--- src/hw/rtl/rgbds_pkg.sv ---
// -----------------------------------------------------------------------------
// rgbds_pkg: shared definitions for the RGB565 nearest-neighbour gray scaler
// Field widths, register codes and reset values, gray weights and the tag
// that travels with a kept pixel through the conversion pipeline.
// -----------------------------------------------------------------------------
package rgbds_pkg;

   // Source frame size registers.
   localparam int unsigned SIZE_W = 12;
   localparam logic [SIZE_W-1:0] WIDTH_RESET  = 12'd160;
   localparam logic [SIZE_W-1:0] HEIGHT_RESET = 12'd120;

   // Default output grid size (square grid).
   localparam int unsigned OUT_SIZE_DEFAULT = 64;

   // Register index codes on the configuration port.
   localparam int unsigned CSR_INDEX_W = 1;
   localparam logic [CSR_INDEX_W-1:0] CSR_SOURCE_WIDTH  = 1'b0;
   localparam logic [CSR_INDEX_W-1:0] CSR_SOURCE_HEIGHT = 1'b1;

   // Output field widths.
   localparam int unsigned COORD_W = 6;
   localparam int unsigned GRAY_W  = 8;
   localparam int unsigned NORM_W  = 16;

   // Weighted sum 30R + 59G + 11B stays below 25600, so 15 bits suffice.
   localparam int unsigned SUM_W = 15;
   localparam logic [SUM_W-1:0] WEIGHT_RED   = 15'd30;
   localparam logic [SUM_W-1:0] WEIGHT_GREEN = 15'd59;
   localparam logic [SUM_W-1:0] WEIGHT_BLUE  = 15'd11;

   // Division by 100 as a multiplication by ceil(2^19 / 100) and a shift.
   // Exact for every sum below 43690, which covers the whole range.
   localparam int unsigned RECIP_W = 13;
   localparam logic [RECIP_W-1:0] DIV100_RECIP = 13'd5243;
   localparam int unsigned DIV100_SHIFT = 19;
   localparam int unsigned PROD_W = SUM_W + RECIP_W;

   // Position information that goes with each kept pixel.
   typedef struct packed {
      logic [COORD_W-1:0] out_column;
      logic [COORD_W-1:0] out_row;
      logic               frame_last;
   } sample_tag_type;

endpackage

--- src/hw/rtl/rgb565_nearest_downscale_gray.sv ---
// -----------------------------------------------------------------------------
// rgb565_nearest_downscale_gray: nearest-neighbour downscaler to gray
// Selects an OUT_SIZE x OUT_SIZE grid of pixels from an RGB565 camera frame
// and delivers each selected pixel as an 8-bit gray level and its fraction.
// -----------------------------------------------------------------------------
// Usage:
//   The request channel carries one source pixel per request, in raster
//   order, as two bytes (first byte low). Pixels off the output grid are
//   taken and dropped; each pixel on the grid gives one response with its
//   grid column and row, the gray level, gray*257 and a flag on the last
//   sample of the frame.
//   One request is taken every cycle while req_stall is low. A response
//   becomes valid once it has passed the three register stages of the
//   conversion (capture, weighted sum, divide by 100).
//   While the receiver stalls, the pending response holds; requests are
//   still taken until the pipeline stages behind it are full, then
//   req_stall rises.
//   The user writes the size registers through the csr port while the block
//   is idle; the block does not enforce this. Any write restarts the frame.
//   Sizes below the grid act as the grid. Reset sets the size to 160 x 120,
//   clears all counters and empties the pipeline.
// -----------------------------------------------------------------------------
module rgb565_nearest_downscale_gray #(
   parameter int unsigned OUT_SIZE = rgbds_pkg::OUT_SIZE_DEFAULT
) (
   input  logic                                 clock,
   input  logic                                 reset,
   input  logic                                 csr_write,
   input  logic [rgbds_pkg::CSR_INDEX_W-1:0]    csr_index,
   input  logic [rgbds_pkg::SIZE_W-1:0]         csr_data,
   input  logic                                 req_valid,
   output logic                                 req_stall,
   input  logic [7:0]                           req_first_byte,
   input  logic [7:0]                           req_second_byte,
   output logic                                 rsp_valid,
   input  logic                                 rsp_stall,
   output logic [rgbds_pkg::COORD_W-1:0]        rsp_out_column,
   output logic [rgbds_pkg::COORD_W-1:0]        rsp_out_row,
   output logic [rgbds_pkg::GRAY_W-1:0]         rsp_gray_level,
   output logic [rgbds_pkg::NORM_W-1:0]         rsp_normalized_gray,
   output logic                                 rsp_frame_last
);

   logic                       accept;
   logic                       keep;
   rgbds_pkg::sample_tag_type  tag;
   rgbds_pkg::sample_tag_type  rsp_tag;

   assign accept = req_valid && !req_stall;

   rgbds_position #(
      .OUT_SIZE (OUT_SIZE)
   ) u_position (
      .clock     (clock),
      .reset     (reset),
      .csr_write (csr_write),
      .csr_index (csr_index),
      .csr_data  (csr_data),
      .accept    (accept),
      .keep      (keep),
      .tag       (tag)
   );

   rgbds_gray u_gray (
      .clock          (clock),
      .reset          (reset),
      .in_valid       (accept && keep),
      .in_stall       (req_stall),
      .in_first_byte  (req_first_byte),
      .in_second_byte (req_second_byte),
      .in_tag         (tag),
      .rsp_valid      (rsp_valid),
      .rsp_stall      (rsp_stall),
      .rsp_tag        (rsp_tag),
      .rsp_gray       (rsp_gray_level),
      .rsp_norm       (rsp_normalized_gray)
   );

   assign rsp_out_column = rsp_tag.out_column;
   assign rsp_out_row    = rsp_tag.out_row;
   assign rsp_frame_last = rsp_tag.frame_last;

endmodule

--- src/hw/rtl/rgbds_position.sv ---
// -----------------------------------------------------------------------------
// rgbds_position: frame position tracking and pixel selection
// Holds the size registers and the source and output counters, decides for
// each request whether its pixel lands on the output grid, and tags it.
// -----------------------------------------------------------------------------
module rgbds_position #(
   parameter int unsigned OUT_SIZE = rgbds_pkg::OUT_SIZE_DEFAULT
) (
   input  logic                                 clock,
   input  logic                                 reset,
   input  logic                                 csr_write,
   input  logic [rgbds_pkg::CSR_INDEX_W-1:0]    csr_index,
   input  logic [rgbds_pkg::SIZE_W-1:0]         csr_data,
   input  logic                                 accept,
   output logic                                 keep,
   output rgbds_pkg::sample_tag_type            tag
);

   localparam int unsigned OUT_W = $clog2(OUT_SIZE + 1);
   localparam int unsigned ACC_W = rgbds_pkg::SIZE_W + OUT_W;
   localparam logic [OUT_W-1:0] GRID_SIZE = OUT_W'(OUT_SIZE);
   localparam logic [OUT_W-1:0] GRID_LAST = OUT_W'(OUT_SIZE - 1);
   localparam logic [ACC_W-1:0] GRID_STEP = ACC_W'(OUT_SIZE);
   localparam logic [rgbds_pkg::SIZE_W-1:0] GRID_MIN = rgbds_pkg::SIZE_W'(OUT_SIZE);

   logic [rgbds_pkg::SIZE_W-1:0] width_ff, width_in;
   logic [rgbds_pkg::SIZE_W-1:0] height_ff, height_in;
   logic [rgbds_pkg::SIZE_W-1:0] src_col_ff, src_col_in;
   logic [rgbds_pkg::SIZE_W-1:0] src_row_ff, src_row_in;
   // Source position times the grid size, so that selection is a compare.
   logic [ACC_W-1:0]             src_col_sc_ff, src_col_sc_in;
   logic [ACC_W-1:0]             src_row_sc_ff, src_row_sc_in;
   logic [OUT_W-1:0]             out_col_ff, out_col_in;
   logic [OUT_W-1:0]             out_row_ff, out_row_in;
   logic [ACC_W-1:0]             col_acc_ff, col_acc_in;
   logic [ACC_W-1:0]             row_acc_ff, row_acc_in;

   logic [rgbds_pkg::SIZE_W-1:0] width_eff;
   logic [rgbds_pkg::SIZE_W-1:0] height_eff;
   logic [ACC_W-1:0]             col_diff;
   logic [ACC_W-1:0]             row_diff;
   logic                         col_kept;
   logic                         row_kept;
   logic                         row_end;
   logic                         frame_end;

   // Sizes below the grid are treated as the grid size.
   assign width_eff  = (width_ff  < GRID_MIN) ? GRID_MIN : width_ff;
   assign height_eff = (height_ff < GRID_MIN) ? GRID_MIN : height_ff;

   // The wanted source column is col_acc / OUT_SIZE; it matches the current
   // column exactly when col_acc lies in [col*OUT_SIZE, col*OUT_SIZE + OUT_SIZE).
   assign col_diff = col_acc_ff - src_col_sc_ff;
   assign row_diff = row_acc_ff - src_row_sc_ff;
   assign col_kept = (out_col_ff < GRID_SIZE) && (col_acc_ff >= src_col_sc_ff)
                     && (col_diff < GRID_STEP);
   assign row_kept = (out_row_ff < GRID_SIZE) && (row_acc_ff >= src_row_sc_ff)
                     && (row_diff < GRID_STEP);
   assign keep     = col_kept && row_kept;

   assign row_end   = ({1'b0, src_col_ff} + 13'd1) >= {1'b0, width_eff};
   assign frame_end = ({1'b0, src_row_ff} + 13'd1) >= {1'b0, height_eff};

   assign tag.out_column = rgbds_pkg::COORD_W'(out_col_ff);
   assign tag.out_row    = rgbds_pkg::COORD_W'(out_row_ff);
   assign tag.frame_last = (out_col_ff == GRID_LAST) && (out_row_ff == GRID_LAST);

   always_comb begin
      width_in      = width_ff;
      height_in     = height_ff;
      src_col_in    = src_col_ff;
      src_row_in    = src_row_ff;
      src_col_sc_in = src_col_sc_ff;
      src_row_sc_in = src_row_sc_ff;
      out_col_in    = out_col_ff;
      out_row_in    = out_row_ff;
      col_acc_in    = col_acc_ff;
      row_acc_in    = row_acc_ff;

      if (csr_write) begin
         unique case (csr_index)
            rgbds_pkg::CSR_SOURCE_WIDTH:  width_in  = csr_data;
            rgbds_pkg::CSR_SOURCE_HEIGHT: height_in = csr_data;
            default: ;
         endcase
         // Any register write starts a new frame.
         src_col_in    = '0;
         src_row_in    = '0;
         src_col_sc_in = '0;
         src_row_sc_in = '0;
         out_col_in    = '0;
         out_row_in    = '0;
         col_acc_in    = '0;
         row_acc_in    = '0;
      end else if (accept) begin
         if (keep) begin
            out_col_in = out_col_ff + OUT_W'(1);
            col_acc_in = col_acc_ff + ACC_W'(width_eff);
         end
         if (row_end) begin
            src_col_in    = '0;
            src_col_sc_in = '0;
            out_col_in    = '0;
            col_acc_in    = '0;
            if (frame_end) begin
               src_row_in    = '0;
               src_row_sc_in = '0;
               out_row_in    = '0;
               row_acc_in    = '0;
            end else begin
               src_row_in    = src_row_ff + rgbds_pkg::SIZE_W'(1);
               src_row_sc_in = src_row_sc_ff + GRID_STEP;
               if (row_kept) begin
                  out_row_in = out_row_ff + OUT_W'(1);
                  row_acc_in = row_acc_ff + ACC_W'(height_eff);
               end
            end
         end else begin
            src_col_in    = src_col_ff + rgbds_pkg::SIZE_W'(1);
            src_col_sc_in = src_col_sc_ff + GRID_STEP;
         end
      end
   end

   always_ff @(posedge clock) begin
      if (reset) begin
         width_ff      <= rgbds_pkg::WIDTH_RESET;
         height_ff     <= rgbds_pkg::HEIGHT_RESET;
         src_col_ff    <= '0;
         src_row_ff    <= '0;
         src_col_sc_ff <= '0;
         src_row_sc_ff <= '0;
         out_col_ff    <= '0;
         out_row_ff    <= '0;
         col_acc_ff    <= '0;
         row_acc_ff    <= '0;
      end else begin
         width_ff      <= width_in;
         height_ff     <= height_in;
         src_col_ff    <= src_col_in;
         src_row_ff    <= src_row_in;
         src_col_sc_ff <= src_col_sc_in;
         src_row_sc_ff <= src_row_sc_in;
         out_col_ff    <= out_col_in;
         out_row_ff    <= out_row_in;
         col_acc_ff    <= col_acc_in;
         row_acc_ff    <= row_acc_in;
      end
   end

endmodule

--- src/hw/rtl/rgbds_gray.sv ---
// -----------------------------------------------------------------------------
// rgbds_gray: RGB565 to gray conversion pipeline
// Three register stages: captured pixel, weighted channel sum, and the
// result register holding gray = sum / 100, from which the 0.16 fraction is formed.
// -----------------------------------------------------------------------------
module rgbds_gray (
   input  logic                                  clock,
   input  logic                                  reset,
   input  logic                                  in_valid,
   output logic                                  in_stall,
   input  logic [7:0]                            in_first_byte,
   input  logic [7:0]                            in_second_byte,
   input  rgbds_pkg::sample_tag_type             in_tag,
   output logic                                  rsp_valid,
   input  logic                                  rsp_stall,
   output rgbds_pkg::sample_tag_type             rsp_tag,
   output logic [rgbds_pkg::GRAY_W-1:0]          rsp_gray,
   output logic [rgbds_pkg::NORM_W-1:0]          rsp_norm
);

   logic                             s1_valid_ff, s1_valid_in;
   logic [7:0]                       s1_first_ff;
   logic [7:0]                       s1_second_ff;
   rgbds_pkg::sample_tag_type        s1_tag_ff;

   logic                             s2_valid_ff, s2_valid_in;
   logic [rgbds_pkg::SUM_W-1:0]      s2_sum_ff, s2_sum_in;
   rgbds_pkg::sample_tag_type        s2_tag_ff;

   logic                             out_valid_ff, out_valid_in;
   logic [rgbds_pkg::GRAY_W-1:0]     out_gray_ff, out_gray_in;
   rgbds_pkg::sample_tag_type        out_tag_ff;

   logic                             out_ready;
   logic                             s2_ready;
   logic                             s1_ready;
   logic [rgbds_pkg::SUM_W-1:0]      red;
   logic [rgbds_pkg::SUM_W-1:0]      green;
   logic [rgbds_pkg::SUM_W-1:0]      blue;
   logic [rgbds_pkg::PROD_W-1:0]     product;

   // Each stage moves on when it is empty or the one after it moves on.
   assign out_ready = !out_valid_ff || !rsp_stall;
   assign s2_ready  = !s2_valid_ff || out_ready;
   assign s1_ready  = !s1_valid_ff || s2_ready;
   assign in_stall  = !s1_ready;

   // Channels expanded to 8 bits with the low bits zero.
   assign red   = rgbds_pkg::SUM_W'({s1_second_ff[7:3], 3'b000});
   assign green = rgbds_pkg::SUM_W'({s1_second_ff[2:0], s1_first_ff[7:5], 2'b00});
   assign blue  = rgbds_pkg::SUM_W'({s1_first_ff[4:0], 3'b000});

   assign s2_sum_in = red * rgbds_pkg::WEIGHT_RED + green * rgbds_pkg::WEIGHT_GREEN
                      + blue * rgbds_pkg::WEIGHT_BLUE;

   assign product     = rgbds_pkg::PROD_W'(s2_sum_ff)
                        * rgbds_pkg::PROD_W'(rgbds_pkg::DIV100_RECIP);
   assign out_gray_in = product[rgbds_pkg::DIV100_SHIFT +: rgbds_pkg::GRAY_W];

   assign s1_valid_in  = s1_ready ? in_valid    : s1_valid_ff;
   assign s2_valid_in  = s2_ready ? s1_valid_ff : s2_valid_ff;
   assign out_valid_in = out_ready ? s2_valid_ff : out_valid_ff;

   always_ff @(posedge clock) begin
      if (reset) begin
         s1_valid_ff  <= 1'b0;
         s2_valid_ff  <= 1'b0;
         out_valid_ff <= 1'b0;
      end else begin
         s1_valid_ff  <= s1_valid_in;
         s2_valid_ff  <= s2_valid_in;
         out_valid_ff <= out_valid_in;
      end
   end

   always_ff @(posedge clock) begin
      if (s1_ready && in_valid) begin
         s1_first_ff  <= in_first_byte;
         s1_second_ff <= in_second_byte;
         s1_tag_ff    <= in_tag;
      end
      if (s2_ready && s1_valid_ff) begin
         s2_sum_ff <= s2_sum_in;
         s2_tag_ff <= s1_tag_ff;
      end
      if (out_ready && s2_valid_ff) begin
         out_gray_ff <= out_gray_in;
         out_tag_ff  <= s2_tag_ff;
      end
   end

   assign rsp_valid = out_valid_ff;
   assign rsp_tag   = out_tag_ff;
   assign rsp_gray  = out_gray_ff;
   // gray / 255 in 0.16 format is gray * 257, the byte repeated.
   assign rsp_norm  = {out_gray_ff, out_gray_ff};

endmodule
--- config.mk ---
export PLATFORM = sky130hd
export DESIGN_NAME = rgb565_nearest_downscale_gray
export DESIGN_NICKNAME = d
export VERILOG_FILES = /design/src/hw/rtl/rgbds_pkg.sv /design/src/hw/rtl/rgb565_nearest_downscale_gray.sv /design/src/hw/rtl/rgbds_position.sv /design/src/hw/rtl/rgbds_gray.sv
export SDC_FILE = /design/constraint.sdc
export NUM_CORES = 1
export LEC_CHECK = 0
export ABC_AREA = 0
export BUFFER_PORTS_ARGS = -buffer_cell sky130_fd_sc_hd__buf_4
export CAP_MARGIN = 10
export CORE_ASPECT_RATIO = 1.2
export CORE_UTILIZATION = 45
export CTS_CLUSTER_SIZE = 16
export DETAILED_ROUTE_END_ITERATION = 12
export GPL_ROUTABILITY_DRIVEN = 0
export SETUP_SLACK_MARGIN = 0.02
export SYNTH_ARGS = -nofsm -noshare
export SYNTH_HDL_FRONTEND = slang
export SYNTH_SLANG_ARGS = --single-unit
export TNS_END_PERCENT = 10
--- constraint.sdc ---
create_clock -name clock -period 13.11 [get_ports clock]
set_input_delay 1.311 -clock clock [delete_from_list [all_inputs] [get_ports clock]]
set_output_delay 1.311 -clock clock [all_outputs]
set_load 0.1 [all_outputs]
==> flow_summary.ini <==
[status]
outcome = complete, no violations

[setup_path]
timing.rr.end = u_gray.rsp_gray[7]
reg2reg_depth = 18
worstPathCellList = ha_1 > inv_1 > fa_1 > inv_1 > fa_1 > fa_1 > inv_1 > fa_1 > inv_1 > ha_1 > a21o_1 > a211o_1 > nor3_1 > o21ai_0 > a32o_1 > o21ba_2 > a21oi_1 > xnor2_1
worstPathRequired_ns = 13.38
cp_max_fo = 7
worst-setup-path-type = register to register
cp-endpoint = u_gray.rsp_gray[7]
cpMaxStageDelayCell = fa_1
path_depth = 18
reg2reg_slack_ns = 7.84
r2r-start = u_gray.s2_sum_ff[13]
crit_family = adder cells
critical_path_buf_inv_count = 4
cp_slowest_stage_delay_ns = 0.54
cp-start-kind = register
cp-end-kind = register
critical_path_arrival_ns = 5.54
crit_start = u_gray.s2_sum_ff[13]

[sta]
setup_tns_ns = 0
setup_viol = 0
slew_violations = 0
finalHoldViolCount = 0
relSlewSlack = 0.2681
period_needed_ns = 5.270
skew_ns = 0.01421
tightest_slew_ns = 1.098
rsz0062_at_grt = no
fmax_mhz = 189.8
period_share = 0.4020

[finish]
area_growth_pct = 9.724
drive_gt1_frac = 0.08715
fill_cells = 3251
mostFrequentLayoutCells = inv_1 (264), ha_1 (235), nand2_1 (135), dfxtp_1 (129), a21oi_1 (104)
n_antenna_cell = 0
final_cells = 2252
num-nets-final = 2129
layout_commonest_cell = inv_1

[cts]
clockRootBuffer = clkbuf_16
cts_resized = 0
clock_path_buffers = 3
cts_num_sinks = 205
cts.hold.buffers_added = 0
cts_buffers = 23
htreeDepth = 1
path_clk_slew_ns = 0.07
cts_tree = done
post_cts_buffers = 0
clock_latency_ns = 0.52

[grt]
grt_pass1_vias = 11830
overflow = 0
grt_util_all_layers = 0.1912
antenna_found_initial = 0
grt_pass1_wl_microns = 57170
grt_max_degree = 48

[yosys]
syn_nets = 2083
syn-instance-count = 1728
synth_cell_type_count = 81
synth-edff-count = 76
ys_warn_count = 0
synthFlopType = dfxtp_1
synth_seq_cells = 205
async_flop_share = 0
avgSynthCellArea_sq_um = 9.375
yosysSeqAreaShare = 0.3003
syn-cell-area_sq_um = 16200

[drt]
drc = 0
wirelength_microns = 34250
wl_per_cell_microns = 15.21
vias_per_cell = 5.229
vias = 11780
ant_nets = 0
drt_iter0_drc = 556
firstDrtPassIters = 5

[run]
maxCapViolations = 0

[die]
die_w_microns = 175.2
io_pins = 73
die_area_sq_um = 36760
floorplan.die.height_microns = 209.8
rows = 75
core_area_sq_um = 35190
start_util = 0.4603

[min_path]
hp-class = register to register
min-delay-start = u_gray.s2_tag_ff[5]

[placed_design]
numPortBuffers = 72
place.detailed.hpwl_microns = 27040
dp_cells = 2211
-- through the flow --
| stage | utilization | worst slack (ns) | hold WS, ns | cell area, sq um |
|---|---|---|---|---|
| final | 0.5051 | 7.840 | 0.4141 | 17770 |
| after global routing | 0.5051 | 7.526 | 0.4216 | 17770 |
| after CTS | 0.5051 | 7.823 | 0.4134 | 17770 |
| after detailed placement | 0.4851 | 7.807 | 0.4045 | 17070 |
| after global placement | 0.4851 | 7.936 | 0.4022 | 17070 |
| after floorplan | - | 8.149 | 0.4003 | 16200 |
-- logic make-up (layout without fill, tap and decap cells) --
| group | count (synthesis) | in the layout | share of synthesized area |
|---|---|---|---|
| buf+inv | 323 | 385 | 0.08048 |
| fa+ha+maj | 321 | 321 | 0.2878 |
| mux | 20 | 20 | 0.01244 |
| xor+xnor | 99 | 99 | 0.05353 |
| flops | 205 | 205 | 0.3003 |
| simple gates | 448 | 448 | 0.1393 |
| compound gates | 312 | 312 | 0.1261 |
-- final cells by class --
class / count / area (sq um) / area share
clock buffer: 24 / 579.3 / 0.03259
tap: 462 / 578.1 / 0.03252
sequential: 205 / 4865 / 0.2737
clock inverter: 17 / 125.1 / 0.007039
inverter: 265 / 994.7 / 0.05596
multi-input combinational: 1200 / 10040 / 0.5648
timing repair buffer: 79 / 593.1 / 0.03337
-- worst register-to-register path, cell delays in order (launching register included) --
cell      delay, ns
edfxtp_1       0.53
ha_1           0.37
inv_1          0.06
fa_1           0.50
inv_1          0.05
fa_1           0.47
fa_1           0.49
inv_1          0.05
fa_1           0.54
inv_1          0.04
ha_1           0.30
a21o_1         0.18
a211o_1        0.31
nor3_1         0.12
o21ai_0        0.19
a32o_1         0.32
o21ba_2        0.24
a21oi_1        0.19
xnor2_1        0.09
-- sequential cells by signal (all words and copies together), names as in the netlist, 12 cells and up --
register and flops:
u_gray.rsp_tag 13, u_position.height_ff 12, u_position.src_col_ff 12, u_position.col_acc_ff 19, u_position.row_acc_ff 19, u_position.src_row_sc_ff 13, u_position.width_ff 12, u_position.src_col_sc_ff 13
u_gray.s2_sum_ff 13, u_gray.s1_tag_ff 13, u_gray.s2_tag_ff 13, u_position.src_row_ff 12
-- synth_stat cells, drive strengths merged, types with 6 or more instances --
cell       n  area share
edfxtp    76        0.14
ha       235        0.18
dfxtp    129        0.16
a21oi    105       0.032
nor2b      6      0.0023
a21o      35       0.016
o21a       7      0.0032
a31oi     11      0.0042
nand2    135       0.031
fa        86        0.11
o21bai    15      0.0070
o211ai     7      0.0032
a22oi      6      0.0034
nand3b    17      0.0079
clkbuf    31      0.0073
mux2i     19       0.012
a211oi     9      0.0042
nand4     13      0.0054
a22o       8      0.0043
nand3     47       0.015
and2       8      0.0031
or3       24      0.0093
o2bb2ai    7      0.0038
xnor2     67       0.036
and3      26       0.010
buf       27       0.012
inv      265       0.061
nor2      97       0.023
o21ai     63       0.020
nor3      25      0.0093
xor2      32       0.017
nor4      19      0.0090
nand2b    11      0.0042
-- routing by layer --
layer | global-route usage | share of wire | routed length [microns]
met5 | 0 | 0 | 0
met3 | 0.02192 | 0.027 | 909
met1 | 0.2333 | 0.44 | 15070
met4 | 0.05307 | 0.023 | 800
met2 | 0.3517 | 0.51 | 17480
-- how the worst min path moves through the flow --
| stage | end | slack (ns) | cells after the start |
|---|---|---|---|
| 2_1_floorplan | u_gray.rsp_tag[0] | 0.40 | 0 |
| 5_1_grt | u_gray.rsp_tag[5] | 0.42 | 0 |
| 6_report | u_gray.rsp_tag[5] | 0.41 | 0 |
| 4_1_cts | u_gray.rsp_tag[5] | 0.41 | 0 |
| 3_3_place_gp | u_gray.rsp_tag[7] | 0.40 | 0 |
| 3_5_place_dp | u_gray.s2_tag_ff[2] | 0.40 | 0 |
Power is not shown: default switching activity piles up to over one toggle a cycle in this logic, so the estimate is an artifact.
